==> config.mk <==
export PLATFORM = sky130hd
export DESIGN_NAME = icdf_ctrl
export DESIGN_NICKNAME = d
export VERILOG_FILES = /design/src/icdf_pkg.sv /design/src/icdf_ctrl.sv
export SDC_FILE = /design/constraint.sdc
export NUM_CORES = 1
export LEC_CHECK = 0
export ABC_AREA = 1
export BUFFER_PORTS_ARGS = -buffer_cell sky130_fd_sc_hd__buf_2
export CORE_MARGIN = 8
export CORE_UTILIZATION = 35
export CTS_BUF_LIST = sky130_fd_sc_hd__clkbuf_2 sky130_fd_sc_hd__clkbuf_4 sky130_fd_sc_hd__clkbuf_8
export DETAILED_ROUTE_END_ITERATION = 12
export SETUP_SLACK_MARGIN = 0.5
export SLEW_MARGIN = 20
export SYNTH_ARGS = -nofsm -noshare
export SYNTH_HDL_FRONTEND = slang
export SYNTH_SLANG_ARGS = --single-unit
==> constraint.sdc <==
create_clock -name clk -period 1.95 [get_ports clk]
set_input_delay 0.2925 -clock clk [delete_from_list [all_inputs] [get_ports clk]]
set_output_delay 0.2925 -clock clk [all_outputs]
set_load 0.02 [all_outputs]
==> src/icdf_pkg.sv <==
// Package for the inverse-CDF sampler: sizes, tdata field layout, item kinds,
// controller states, datapath operations and the status struct.
// No dependencies; every other file of the block except icdf_ram imports it.
package icdf_pkg;

  // Table sizes
  localparam int MAX_GRID = 64;
  localparam int MAX_ROW  = 256;
  localparam int GRID_AW  = $clog2(MAX_GRID);
  localparam int ROW_AW   = $clog2(MAX_ROW);
  localparam int TAB_AW   = GRID_AW + ROW_AW;
  localparam int CNT_W    = $clog2((MAX_ROW > MAX_GRID ? MAX_ROW : MAX_GRID) + 1);

  // Field widths
  localparam int KIND_W   = 2;
  localparam int ROW_FW   = 6;
  localparam int COL_FW   = 8;
  localparam int VAL_W    = 32;
  localparam int LEN_W    = 9;
  localparam int CDF_W    = 25;
  localparam int U_W      = 24;
  localparam int GP_W     = 7;
  localparam int WEIGHT_W = 25;
  localparam int DIV_CW   = $clog2(WEIGHT_W);
  localparam int TAB_W    = CDF_W + 2 * VAL_W;
  localparam int PROD_W   = VAL_W + 1 + WEIGHT_W + 1;
  localparam int CDF_TOL  = 1;

  // Input tdata layout, lowest bit first
  localparam int F_ROW  = 0;
  localparam int F_COL  = F_ROW + ROW_FW;
  localparam int F_GRID = F_COL + COL_FW;
  localparam int F_LEN  = F_GRID + VAL_W;
  localparam int F_CDF  = F_LEN + LEN_W;
  localparam int F_EXIT = F_CDF + CDF_W;
  localparam int F_R    = F_EXIT + VAL_W;
  localparam int F_Q    = F_R + VAL_W;
  localparam int F_U    = F_Q + VAL_W;
  localparam int IN_W   = F_U + U_W;
  localparam int OUT_W  = 2 * VAL_W;

  // Request kinds carried in tuser
  localparam logic [KIND_W-1:0] KIND_GRID   = 2'd0;
  localparam logic [KIND_W-1:0] KIND_LEN    = 2'd1;
  localparam logic [KIND_W-1:0] KIND_ENTRY  = 2'd2;
  localparam logic [KIND_W-1:0] KIND_SAMPLE = 2'd3;

  typedef enum logic [4:0] {
    ST_IDLE, ST_G_PROBE, ST_G_CMP, ST_G_RD1, ST_G_RD2, ST_G_DIV, ST_G_DIVW,
    ST_R_LEN, ST_R_LENW, ST_R_PROBE, ST_R_CMP, ST_R_RD1, ST_R_TAKE0, ST_R_RD2,
    ST_R_DIV, ST_R_DIVW, ST_R_MULE, ST_R_ADDE, ST_R_MULR, ST_R_ADDR, ST_R_END,
    ST_F_MULE, ST_F_ADDE, ST_F_MULR, ST_F_ADDR, ST_OUT
  } state_t;

  typedef enum logic [4:0] {
    OP_NOP, OP_WRITE, OP_LOAD,
    OP_G_PROBE, OP_G_CMP, OP_G_PICK, OP_G_RD1, OP_G_RD2, OP_G_DIVGO, OP_G_WCAP,
    OP_R_LEN, OP_R_LENW, OP_R_PROBE, OP_R_CMP, OP_R_RD0, OP_R_RD1, OP_R_RD2,
    OP_R_TAKE0, OP_R_TAKE1, OP_R_DIVGO, OP_R_WCAP,
    OP_MUL_RE, OP_ADD_RE, OP_MUL_RR, OP_ADD_RR,
    OP_MUL_FE, OP_ADD_FE, OP_MUL_FR, OP_ADD_FR,
    OP_ROW_B, OP_OUT
  } op_t;

  typedef struct packed {
    logic lo_lt_hi;
    logic g_inside;
    logic g_rising;
    logic k_single;
    logic interp;
    logic div_done;
    logic out_free;
  } dp_status_t;

endpackage

==> src/icdf_ctrl.sv <==
// Controller state machine: sequences the grid search, the row searches, the
// divisions and the blends. Depends on icdf_pkg.
module icdf_ctrl (
  input  logic                            clk,
  input  logic                            rst,
  input  logic                            in_valid,
  input  logic [icdf_pkg::KIND_W-1:0]     in_kind,
  output logic                            in_ready,
  input  icdf_pkg::dp_status_t            status,
  output icdf_pkg::op_t                   op
);
  import icdf_pkg::*;

  state_t state, state_next;
  logic   pass_b;
  logic   do_blend;

  // State register and the flags for the second row pass.
  always_ff @(posedge clk) begin
    if (rst) begin
      state    <= ST_IDLE;
      pass_b   <= 1'b0;
      do_blend <= 1'b0;
    end else begin
      state <= state_next;
      if (op == OP_LOAD) begin
        pass_b   <= 1'b0;
        do_blend <= 1'b0;
      end
      if (state == ST_G_DIV) begin
        do_blend <= status.g_rising;
      end
      if (op == OP_ROW_B) begin
        pass_b <= 1'b1;
      end
    end
  end

  // Next state.
  always_comb begin
    state_next = state;
    case (state)
      ST_IDLE:    if (in_valid && in_kind == KIND_SAMPLE) state_next = ST_G_PROBE;
      ST_G_PROBE: begin
        if (status.lo_lt_hi) state_next = ST_G_CMP;
        else if (status.g_inside) state_next = ST_G_RD1;
        else state_next = ST_R_LEN;
      end
      ST_G_CMP:   state_next = ST_G_PROBE;
      ST_G_RD1:   state_next = ST_G_RD2;
      ST_G_RD2:   state_next = ST_G_DIV;
      ST_G_DIV:   state_next = status.g_rising ? ST_G_DIVW : ST_R_LEN;
      ST_G_DIVW:  if (status.div_done) state_next = ST_R_LEN;
      ST_R_LEN:   state_next = ST_R_LENW;
      ST_R_LENW:  state_next = ST_R_PROBE;
      ST_R_PROBE: state_next = status.lo_lt_hi ? ST_R_CMP : ST_R_RD1;
      ST_R_CMP:   state_next = ST_R_PROBE;
      ST_R_RD1:   state_next = status.k_single ? ST_R_TAKE0 : ST_R_RD2;
      ST_R_TAKE0: state_next = ST_R_END;
      ST_R_RD2:   state_next = ST_R_DIV;
      ST_R_DIV:   state_next = status.interp ? ST_R_DIVW : ST_R_END;
      ST_R_DIVW:  if (status.div_done) state_next = ST_R_MULE;
      ST_R_MULE:  state_next = ST_R_ADDE;
      ST_R_ADDE:  state_next = ST_R_MULR;
      ST_R_MULR:  state_next = ST_R_ADDR;
      ST_R_ADDR:  state_next = ST_R_END;
      ST_R_END: begin
        if (pass_b) state_next = ST_F_MULE;
        else if (do_blend) state_next = ST_R_LEN;
        else state_next = ST_OUT;
      end
      ST_F_MULE:  state_next = ST_F_ADDE;
      ST_F_ADDE:  state_next = ST_F_MULR;
      ST_F_MULR:  state_next = ST_F_ADDR;
      ST_F_ADDR:  state_next = ST_OUT;
      ST_OUT:     if (status.out_free) state_next = ST_IDLE;
      default:    state_next = ST_IDLE;
    endcase
  end

  // Datapath operation for each state.
  always_comb begin
    op       = OP_NOP;
    in_ready = 1'b0;
    case (state)
      ST_IDLE: begin
        in_ready = 1'b1;
        if (in_valid) op = (in_kind == KIND_SAMPLE) ? OP_LOAD : OP_WRITE;
      end
      ST_G_PROBE: op = status.lo_lt_hi ? OP_G_PROBE : OP_G_PICK;
      ST_G_CMP:   op = OP_G_CMP;
      ST_G_RD1:   op = OP_G_RD1;
      ST_G_RD2:   op = OP_G_RD2;
      ST_G_DIV:   if (status.g_rising) op = OP_G_DIVGO;
      ST_G_DIVW:  if (status.div_done) op = OP_G_WCAP;
      ST_R_LEN:   op = OP_R_LEN;
      ST_R_LENW:  op = OP_R_LENW;
      ST_R_PROBE: op = status.lo_lt_hi ? OP_R_PROBE : OP_R_RD0;
      ST_R_CMP:   op = OP_R_CMP;
      ST_R_RD1:   op = OP_R_RD1;
      ST_R_TAKE0: op = OP_R_TAKE0;
      ST_R_RD2:   op = OP_R_RD2;
      ST_R_DIV:   op = status.interp ? OP_R_DIVGO : OP_R_TAKE1;
      ST_R_DIVW:  if (status.div_done) op = OP_R_WCAP;
      ST_R_MULE:  op = OP_MUL_RE;
      ST_R_ADDE:  op = OP_ADD_RE;
      ST_R_MULR:  op = OP_MUL_RR;
      ST_R_ADDR:  op = OP_ADD_RR;
      ST_R_END:   if (!pass_b && do_blend) op = OP_ROW_B;
      ST_F_MULE:  op = OP_MUL_FE;
      ST_F_ADDE:  op = OP_ADD_FE;
      ST_F_MULR:  op = OP_MUL_FR;
      ST_F_ADDR:  op = OP_ADD_FR;
      ST_OUT:     if (status.out_free) op = OP_OUT;
      default:    op = OP_NOP;
    endcase
  end

endmodule

---- Word level (Yosys, flattened, before mapping) ----
Cells that the tools add are included.
word-level totals
  RAM bits ................................ 0
  memories ................................ 0
  input port bits ......................... 12
  bits in registers ....................... 7
  bits in latches ......................... 0
  ROM bits ................................ 0
  output and inout port bits .............. 6
operators by class
  divide/modulo/power cells ............... 0
  shifts and indexed selects .............. 0
  order comparisons ....................... 0
  equal/unequal tests ..................... 32
  muxes and demuxes ....................... 28
  $mul .................................... 0
  reduce and logical (&&, ||, !) cells .... 9
  bitwise logic cells ..................... 0
  add/subtract/negate cells ............... 0
operator list
  kind                                                  number
  case mux 5 bit (26 select lines)                      1
  case mux 5 bit (24 select lines)                      1
  equality test 5 bit (second input constant)           11
  2-to-1 mux 5 bit                                      10
  equality test 5 x 4 -> 1 bit (second input constant)  8
  equality test 5 x 3 -> 1 bit (second input constant)  4
  equality test 5 x 2 -> 1 bit (second input constant)  3
  2-to-1 mux 3 bit                                      3
  2-to-1 mux 1 bit                                      8
  2-to-1 mux 4 bit                                      2
  != test 2 bit (second input constant)                 4
  2-to-1 mux 2 bit                                      3
  equality test 5 x 1 -> 1 bit (second input constant)  1
  logical NOT 5 bit                                     1
  AND reduction 4 bit                                   1
  nonzero test 2 bit                                    2
  OR reduction 2 bit                                    2
  equality test 2 bit (second input constant)           1
  logical AND 1 bit                                     2
  logical NOT 1 bit                                     1

---- Logic depth before layout (Yosys ltp) ----
  word-level depth ........................ 7
  depth in mapped cells ................... 10
  depth with buffers taken out ............ 10

---- Least setup slack after synthesis ----
Ideal clock, no wire load.
  path type ............................... register to output
  start point ............................. register state[3]
  end point ............................... output port op[4]
  path slack .............................. 0.282 ns
  stages on the path, launching flop included .. 8
  data arrival time ....................... 1.376 ns
  data required time ...................... 1.657 ns
  buffers on the path ..................... 0
  path through ............................ dfxtp_1 inv_1 nand3_1 nor2_1 nand2_1 nand2_1 nor3_1 nand4_1
on the way
  word-level cells in the longest chain between the ends .. 2
  elaborated cells on any way between the ends .. 27
  classes of those cells .................. eq/ne (25); mux (1); reduce/logical (1)
RTL lines
  element                                      line             source
  start, declared                              icdf_ctrl.sv:14  state_t state, state_next;
  start signal, assigned                       icdf_ctrl.sv:25  state <= state_next;
  equality test 5 bit (tied with other cells)  icdf_ctrl.sv:85  case (state)
  case mux 5 bit (26 select lines) (*)         icdf_ctrl.sv:85
  end, declared                                icdf_ctrl.sv:10  output icdf_pkg::op_t op
Every way passes the cells marked *; elsewhere a longest branch is shown, timed or not.

---- Worst setup path in the final report ----
  start point ............................. register state[0]
  end point ............................... output port op[4]
Same word-level chain as after synthesis.

==> flow_metrics.py <==
metrics = {
    "die": {
        "core_area_sq_mm": 0.002686,
        "die-area_sq_mm": 0.004674,
        "die_w_um": 68.37,
        "initial_core_util_pct": 35.72,
        "rows": 19,
        "io_pins": 18,
        "die_y_um": 68.37,
    },
    "synth": {
        "synth_area_leaders": "nand2_1 21%, dfxtp_1 15%, nand3_1 13%, inv_1 9.0%, nor2_1 8.2%",
        "synth_xor_area_share_pct": 0,
        "synth_compound_area_share_pct": 9.778,
        "ys_ff_latch": 7,
        "synth_edf_count": 0,
        "netlist_instances": 181,
        "ys_async_sr_fraction_pct": 0,
        "synth_warnings": 0,
        "syn_nets": 193,
        "synthMuxAreaShare_pct": 0,
        "yosys_most_used_dff": "dfxtp_1",
        "yosysUniqueCellTypes": 19,
        "yosys.area_share.simple_pct": 64.80,
        "synth.largest_area_cell": "nand2_1",
        "syn_area_per_cell_sq_um": 5.302,
        "syn_area_sq_um": 959.7,
        "ys_seq_area_share_pct": 14.60,
        "synthAdderAreaFrac_pct": 0,
        "synth_top_family_by_area": "simple AND/OR/NAND/NOR gates",
        "yosysTopAreaCellShare_pct": 21.12,
    },
    "clock_network": {
        "cts_tree": "yes",
        "clk_latency_ns": 0.25,
        "cts_hold_buf": 0,
        "clock-root-buffer": "clkbuf_4",
        "cts.path.max_buffers": 2,
        "cts_buffers": 3,
        "cts_htree_levels": 1,
        "clk_pin_slew_worst_paths_ns": 0.05,
        "cts.sinks": 7,
    },
    "drt": {
        "drtPass1Iterations": 5,
        "viasPerCell": 5.787,
        "wl_met3_um": 361,
        "ant_nets": 0,
        "wl_met1_um": 1406,
        "highest-signal-layer": "met4",
        "wl_per_cell_um": 14.94,
        "remaining_drc_errors": 0,
        "dr_wl_met2_um": 1785,
        "vias": 1441,
        "first_iter_violations": 192,
        "routed_wl_um": 3719,
    },
    "layout": {
        "fin_cells": 249,
        "diodes": 0,
        "nets": 231,
        "area_delta_synth_final_pct": 46.94,
        "drive_gt1_share_pct": 40.37,
    },
    "sta": {
        "setup_viol": 0,
        "fmax_mhz": 526.2,
        "slew_headroom_pct": 75.95,
        "slew_violations": 0,
        "clock_skew_ns": 0.002880,
        "fin_crit_sh_pct": 97.45,
        "setup_tns_ns": 0,
        "holdWs_ns": 0.2914,
        "rsz0062_at_grt": "yes",
        "hold_viol_final": 0,
        "tightestPinTransition_ns": 0.3588,
        "fin_crit_ns": 1.900,
    },
    "placed_design": {
        "dp_hpwl_um": 2646,
        "place.gp.congestion": 1.057,
        "dp.cells": 228,
        "port_buffers": 17,
    },
    "flow_run": {
        "maxCapViolCount": 0,
    },
    "global_route": {
        "grt_max_degree": 10,
        "track_usage_pct": 15.94,
        "grt_pass1_vias": 1309,
        "grt_pass1_wl_um": 5830,
        "antenna_found_initial": 0,
        "overflow": 0,
    },
    "worst_hold_path": {
        "min_path_type": "in -> reg",
    },
    "worst_setup_path": {
        "crit_path_max_fanout": 8,
        "arrival_ns": 1.61,
        "max_stage_delay_ns": 0.37,
        "setup.worst_path.end_class": "output pin",
        "critPathLaunchType": "flop",
        "cp_slowest_cell": "dfxtp_4",
        "cp.required_ns": 1.66,
        "crit_chain": "buf_4, nor2_4, nand3_2, nand2_1, nor3_2, nand4_1, buf_2",
        "path_class": "reg -> out",
    },
    "power_and_ir_drop": {
        "ir_drop_uv": 606.9,
        "powerDensity_mw_per_mm2": 996.6,
        "p_leak_nw": 0.7601,
        "total_power_w": 0.001405,
    },
    "outcome": {
        "status": "complete, no violations",
    },
}
[what timing repair did]
action                     in CTS  in global routing
gates resized for setup        17                 20
pin swaps                       7                  4
setup endpoints to repair      11                 13
hold endpoints to repair        0                  0
setup buffers                  11                  6
[synth_stat cells, types with 3 or more instances]
| master | instances |
|---|---|
| nand2_1 | 54 |
| o21ai_0 | 3 |
| nor3_1 | 10 |
| inv_1 | 23 |
| dfxtp_1 | 7 |
| nand3_1 | 25 |
| nand4_1 | 5 |
| nor2_1 | 21 |
| nand2_2 | 3 |
| a21oi_1 | 9 |
| nor2_4 | 6 |
[registers in the layout (all words and copies together) (netlist names)]
register  flops
do_blend      1
state         5
pass_b        1
[placed cells by master, fill, tap and decap left out, types with 4 or more instances in the layout]
master	instances
a21oi_1	9
buf_2	13
buf_4	16
buf_6	6
clkbuf_4	4
dfxtp_4	5
inv_1	16
inv_2	6
nand2_1	49
nand2_2	6
nand3_1	21
nand3_2	6
nand4_1	5
nor2_1	16
nor2_2	4
nor2_4	9
nor3_1	5
nor3_2	5
o21ai_1	4
[final cells by class]
type                       count  area [sq um]
inverter                      25         102.6
sequential                     7         158.9
clock buffer                   4         30.03
fill                         272          1276
multi-input combinational    147         827.0
tap                           31         38.79
timing repair buffer          35         252.7
[kinds of logic (layout without fill, tap and decap cells)]
kind of cell           count (synthesis)  after routing
AO/OA/AOI/OAI                         17             17
AND/OR/NAND/NOR                      130            130
buffers and inverters                 27             64
flip-flops                             7              7
[worst max-delay path, delay by kind of cell (launching register included)]
kind / cells / cell delay (ns)
buffers and inverters: 2 / 0.31
flip-flops: 1 / 0.37
AND/OR/NAND/NOR: 5 / 0.67
[stage by stage]
| step | util, % | setup slack (ns) | cell area, sq um |
|---|---|---|---|
| 2_1_floorplan | - | 0.4927 | 1023 |
| 3_3_place_gp | 42.29 | 0.1451 | 1136 |
| 3_5_place_dp | 42.29 | 0.1328 | 1136 |
| 4_1_cts | 48.21 | 0.06757 | 1295 |
| 5_1_grt | 52.49 | -0.07014 | 1410 |
| 6_report | 52.49 | 0.04968 | 1410 |
[metal layers]
metal  vias up  track usage, %
met5         -               0
met4         0           9.463
met3        16           3.928
met2        99           26.03
met1       656           18.45
li1        670               -
[path summary, 6_finish.rpt]
| kind | from | end | slack (ns) | cells after the start |
|---|---|---|---|---|
| worst max-delay path | state[0]$_SDFFE_PP0P_ | op[4] | 0.05 | 7 |
| worst min-delay path | rst | state[4]$_SDFFE_PP0P_ | 0.29 | 2 |
| worst min register to register | pass_b$_SDFFE_PP0P_ | pass_b$_SDFFE_PP0P_ | 0.49 | 2 |
| worst max register to register | state[4]$_SDFFE_PP0P_ | state[2]$_SDFFE_PP0P_ | 0.43 | 9 |
[where the power goes]
| part | switching, W | leakage, nW | internal [W] |
|---|---|---|---|
| clock network | 0.0000521 | 0.0184 | 0.0000919 |
| registers | 0.0000561 | 0.0605 | 0.000175 |
| logic | 0.000578 | 0.681 | 0.000452 |
Note: power is estimated with default switching activity, not from simulation.
